<file path="config.mk">
export PLATFORM = sky130hd
export DESIGN_NAME = ccsp_isqrt
export DESIGN_NICKNAME = d
export VERILOG_FILES = /design/src/rtl/ccsp_isqrt.sv
export SDC_FILE = /design/constraint.sdc
export NUM_CORES = 2
export LEC_CHECK = 0
export ABC_CLOCK_PERIOD_IN_PS = 9390
export BUFFER_PORTS_ARGS = -buffer_cell sky130_fd_sc_hd__buf_2
export CORE_ASPECT_RATIO = 0.5
export CORE_MARGIN = 2
export CORE_UTILIZATION = 30
export DETAILED_ROUTE_END_ITERATION = 16
export HOLD_SLACK_MARGIN = 0.03
export PLACE_DENSITY = 0.54
export SETUP_SLACK_MARGIN = 0.05
export SYNTH_ARGS = -nofsm -noshare
export SYNTH_HDL_FRONTEND = slang
export SYNTH_MEMORY_MAX_BITS = 65536
export SYNTH_SLANG_ARGS = --single-unit
</file>
<file path="constraint.sdc">
create_clock -name i_clk -period 9.39 [get_ports i_clk]
set_input_delay 0.939 -clock i_clk [delete_from_list [all_inputs] [get_ports i_clk]]
set_output_delay 0.939 -clock i_clk [all_outputs]
set_load 0.02 [all_outputs]
</file>
<file path="src/rtl/ccsp_isqrt.sv">
// Pipelined integer square root, one result bit per stage.
// Carries a sideband word alongside. No package dependencies.
module ccsp_isqrt #(
    parameter int CW  = 32,
    parameter int SBW = 1
) (
    input  logic              i_clk,
    input  logic              i_rst_n,
    input  logic              i_en,
    input  logic              i_valid,
    input  logic [2*CW-1:0]   i_rad,
    input  logic [SBW-1:0]    i_sb,
    output logic              o_valid,
    output logic [CW-1:0]     o_root,
    output logic [SBW-1:0]    o_sb
);

    logic            r_vld  [1:CW];
    logic [2*CW-1:0] r_rad  [1:CW];
    logic [CW+1:0]   r_rem  [1:CW];
    logic [CW-1:0]   r_root [1:CW];
    logic [SBW-1:0]  r_sb   [1:CW];

    for (genvar k = 0; k < CW; k++) begin : g_stage
        logic            vin;
        logic [2*CW-1:0] rad;
        logic [CW+1:0]   rem;
        logic [CW-1:0]   root;
        logic [SBW-1:0]  sb;
        logic [CW+1:0]   rsh;
        logic [CW+1:0]   trial;

        if (k == 0) begin : g_first
            assign vin  = i_valid;
            assign rad  = i_rad;
            assign rem  = '0;
            assign root = '0;
            assign sb   = i_sb;
        end else begin : g_next
            assign vin  = r_vld[k];
            assign rad  = r_rad[k];
            assign rem  = r_rem[k];
            assign root = r_root[k];
            assign sb   = r_sb[k];
        end

        // bring down the next two radicand bits, try root*4+1
        assign rsh   = {rem[CW-1:0], rad[2*CW-1-2*k -: 2]};
        assign trial = {root, 2'b01};

        always_ff @(posedge i_clk) begin
            if (!i_rst_n) begin
                r_vld[k+1] <= 1'b0;
            end else if (i_en) begin
                r_vld[k+1] <= vin;
            end
        end

        always_ff @(posedge i_clk) begin
            if (i_en) begin
                r_rad[k+1] <= rad;
                r_sb[k+1]  <= sb;
                if (rsh >= trial) begin
                    r_rem[k+1]  <= rsh - trial;
                    r_root[k+1] <= {root[CW-2:0], 1'b1};
                end else begin
                    r_rem[k+1]  <= rsh;
                    r_root[k+1] <= {root[CW-2:0], 1'b0};
                end
            end
        end
    end

    assign o_valid = r_vld[CW];
    assign o_root  = r_root[CW];
    assign o_sb    = r_sb[CW];

endmodule

</file>
Yosys cells after proc, flatten, opt, wreduce, memory -nomap -nowiden --
Memory sizes are Yosys's and may differ from the RTL's. Cells that the tools add are included. Widths: inputs -> output; s select.
Word-level totals: register bits after elaboration 0, bits in writable memories 4224, input bits 69, output and inout bits 34, word-level logic and storage cells 458, memories 5
Operators by class: add/subtract/negate cells 32, $lt $le $gt $ge 32, mux-type cells 293, bitwise operators 96
Memories:
- r_rad | depth 32, width 64, rd ports 31, clocked after Yosys merged registers in 0, write ports 32, line 19 | logic [2*CW-1:0] r_rad [1:CW];
- r_rem | depth 32, width 34, rd ports 31, clocked after Yosys merged registers in 0, write ports 32, line 20 | logic [CW+1:0] r_rem [1:CW];
- r_root | depth 32, width 32, rd ports 32, clocked after Yosys merged registers in 0, write ports 32, line 21 | logic [CW-1:0] r_root [1:CW];
- r_sb | depth 32, width 1, rd ports 32, clocked after Yosys merged registers in 0, write ports 32, line 22 | logic [SBW-1:0] r_sb [1:CW];
- r_vld | depth 32, width 1, rd ports 32, clocked after Yosys merged registers in 0, write ports 32, line 18 | logic r_vld [1:CW];
Operators by type and width (count):
- $mux 34 | 32
- $ge 34x34->1 | 31
- $sub 34x34->34 | 31
- $mux 32 | 32
- $mux 1 | 229
- $or 1x1->1 | 96
- $sub 2x1->3 const B | 1
- $ge 2x1->1 const B | 1

Depth between registers and ports, before layout --
An unclocked memory read counts as a cell.
depth after elaboration 6, depth in mapped cells 15, gate-level depth less buffers 14

Worst setup path after synthesis --
OpenSTA, ideal clock, no wires.
kind input port to flip-flop, from input i_en, to register, netlist name r_rem[0][1000], arrival 3633 ps, data required time 8950 ps, path slack 5317 ps, stages 5, cells stage by stage clkbuf_1 -> clkbuf_1 -> clkbuf_1 -> clkbuf_1 -> clkbuf_1
RTL lines:
- start, declared | line 9 | input logic i_en,

==> metrics.txt <==
status=complete, no violations; CTS tree=yes; io pins=103; Post-Route WL=218000 µm; r2r startpoint=r_rem[0][817]; slowest CP cell=nor3b_2; hold path depth=1; Post-synth EDFFs=2529; Num CTS Buffers=247; Max-cap violations=0; Worst-Margin Slew=1.12 ns; Setup crit start kind=flip-flop; P&R area growth vs syn=12.6%; Post-Route Skew=0.0716 ns; layout cells sized above 1=7.72%; slowest stage delay, CP=about 0.73 ns; sequential area share after synthesis=between 60 and 70%; crit path DAT=5.05 ns; GRT Total Usage=10.8%; busiest grt layer=met2; crit path capture type=flip-flop; Post-Layout Cell Count=14400; gpl congestion=0.879; Req. time, crit path=between 10 and 15 ns; Max Buffers Root-to-Sink=4; Crit Path Max Fanout=25; endpoints failing hold=0; Area after DPL=~120000 µm²; worst hold-check path type=primary input to flip-flop; Tmin final=4.43 ns; final setup vio count=0; Residual DRC=0; Final Cell Area=roughly 130000 µm²; leakage power=between 40 and 50 nW; Total Nets Final=9713; post-cts resize count=0; flop2flop setup slack=4.96 ns; Final Util=34.0%; Initial Utilization=30.2%; global route total overflow=0; post-synth cell types=89; vias in the first global route=66100; RSZ-0062 raised after global routing=no; met2 Use GR=18.9%; Async SR Flop Fraction=0%; TNS Setup=0 ns; FF-to-FF path depth=11; worst hold slack=~0.16 ns; clk sinks=2529; Port Buf Inserts=102; WS Path Type=flip-flop to flip-flop; Ys Warns=0; Rel. slew slack=25.5%; pin count of the biggest net entering global routing=187; Worst-path clk slew=about 0.070 ns; post-placement cell count=14000; GR Layer Usage met3=under 10%; H-tree levels=4; Peak VDD IR=0.164 mV; endpoint of the worst-slack reg-to-reg timing path=r_rem[0][863]; clk root buf=clkbuf_16; GR Util met1=13.0%; first-pass GRT wire length=349000 µm; Die ar.=393000 µm²; Main synth FF type=edfxtp_1; initial DRC count=4049; Mean Syn Cell Area=13.1 µm²; Avg WL per Cell=15.1 µm; CP Cell Sequence=ha_1 > o21ai_0 > a21oi_1 > o31ai_1 > o2111ai_1 > o2111ai_1 > a31oi_1 > o31a_1 > nor3b_2 > buf_4 > o21ai_0; antenna violations before repair=2; Mapped Area=around 120000 µm²; die height=approximately 440 µm; Max Freq=0.226 GHz; HPWL after DPL=roughly 150000 µm; row count=161; Vias=65600; ant diodes=0; power per cell area=around 240 nW/µm²; Syn Inst Count=between 8000 and 9000; latest clock arrival within the worst-skew pair=~0.95 ns; Die W=884 µm; hold_buf cts=0; final cycle utilization of the critical path=a little under half; Detail Route Antenna Nets=0; vias per inst=4.55; syn_nets=9492; #FFs+latches synth=2529; core area=385000 µm²; Hold Crit Start=i_rad[59]; Max Slew Vio Count=0; Setup Buffers After CTS=0; TritonRoute pass-1 iters=5; WHS Endpoint=r_rad[0][123]
-- cells in the final DEF, fill, tap and decap left out, types with 96 or more instances in the layout --
| cell type | instances |
|---|---|
| a21o_1 | 223 |
| a21oi_1 | 471 |
| buf_2 | 101 |
| clkbuf_16 | 250 |
| edfxtp_1 | 2529 |
| ha_1 | 562 |
| inv_1 | 692 |
| nand2_1 | 673 |
| nand2b_1 | 127 |
| nand3_1 | 132 |
| nand4_1 | 96 |
| nor2_1 | 472 |
| nor3_1 | 192 |
| o21ai_0 | 546 |
| or3_1 | 100 |
| xnor2_1 | 396 |
| xor2_1 | 382 |
-- synthesized netlist by cell type, types with 48 or more instances --
| cell type | number | area [µm²] |
|---|---|---|
| a21o_1 | 223 | 1670 |
| nand3_1 | 132 | 661 |
| or3_1 | 100 | 626 |
| nand4_1 | 96 | 601 |
| and3_1 | 76 | 475 |
| nor2_1 | 473 | 1780 |
| xnor2_1 | 396 | 3470 |
| clkbuf_1 | 159 | 597 |
| nor3_1 | 195 | 976 |
| mux2_2 | 93 | 1050 |
| nand2b_1 | 127 | 795 |
| nor2b_1 | 85 | 532 |
| a21oi_1 | 473 | 2370 |
| o21ai_0 | 546 | 2730 |
| xor2_1 | 382 | 3350 |
| o21a_1 | 88 | 661 |
| inv_1 | 692 | 2600 |
| ha_1 | 562 | 7030 |
| a31oi_1 | 48 | 300 |
| nand2_1 | 673 | 2530 |
| nor4_1 | 94 | 588 |
| edfxtp_1 | 2529 | 75900 |
-- stage by stage --
stage | power [mW] | setup WS (ns)
floorplan | 19.5 | 5.32
global placement | 21.0 | 4.51
detailed placement | 21.1 | 4.48
CTS | 31.2 | 4.99
global route | 32.5 | 4.61
finish | 30.8 | 4.96
-- registers in the layout (all words and copies together) (netlist names) --
signal  cells
r_rem     945
r_vld      32
r_sb       32
r_root    528
r_rad     992
-- cell type report --
cell class	count	area (µm²)
fillers	37400	254000
flip-flops and latches	2529	75900
multi-input cells	5450	37000
well taps	5134	6420
clock buffers	291	6410
inverters	693	2600
clock inverters	156	1440
repair buffers	161	1040
-- power breakdown --
part	internal (mW)	leakage, nW	switching [mW]
Sequential	14.2	24.4	0.825
Clock	5.52	3.83	4.35
Combinational	2.57	20.6	3.30
Total	22.3	48.8	8.48
-- kinds of logic after synthesis --
logic type	Yosys count	synth area share [%]
flip-flops	2529	65.3
AND/OR/NAND/NOR	2279	9.75
AO/OA/AOI/OAI	1721	9.09
buffers and inverters	882	2.87
XOR/XNOR	778	5.86
adder cells (fa/ha/maj)	562	6.05
multiplexers	110	1.05
-- routing by layer --
metal / wire, µm / up-vias
li1: - / 33100
met1: 94000 / 30900
met2: 105000 / 1048
met3: 7880 / 541
met4: 11000 / 0
met5: 0 / -
-- how the worst max path moves through the flow --
stage / from / endpoint / slack, ns
2_1_floorplan: i_en / r_rem[0][1000] / 5.32
3_3_place_gp: i_en / r_rem[0][545] / 4.51
3_5_place_dp: i_en / r_rem[0][1071] / 4.48
4_1_cts: r_rem[0][680] / r_rem[0][745] / 4.99
5_1_grt: r_rem[0][817] / r_rem[0][863] / 4.61
6_report: r_rem[0][817] / r_rem[0][863] / 4.96
-- critical path: cells and delay by family (launching register included) --
family                     cells  cell delay, ns
AOI/OAI and AO/OA              8            2.22
adders and majority gates      1            0.37
buffers and inverters          1            0.38
DFF                            1            0.41
and+or+nand+nor                1            0.73
(Power assumes the default switching activity.)
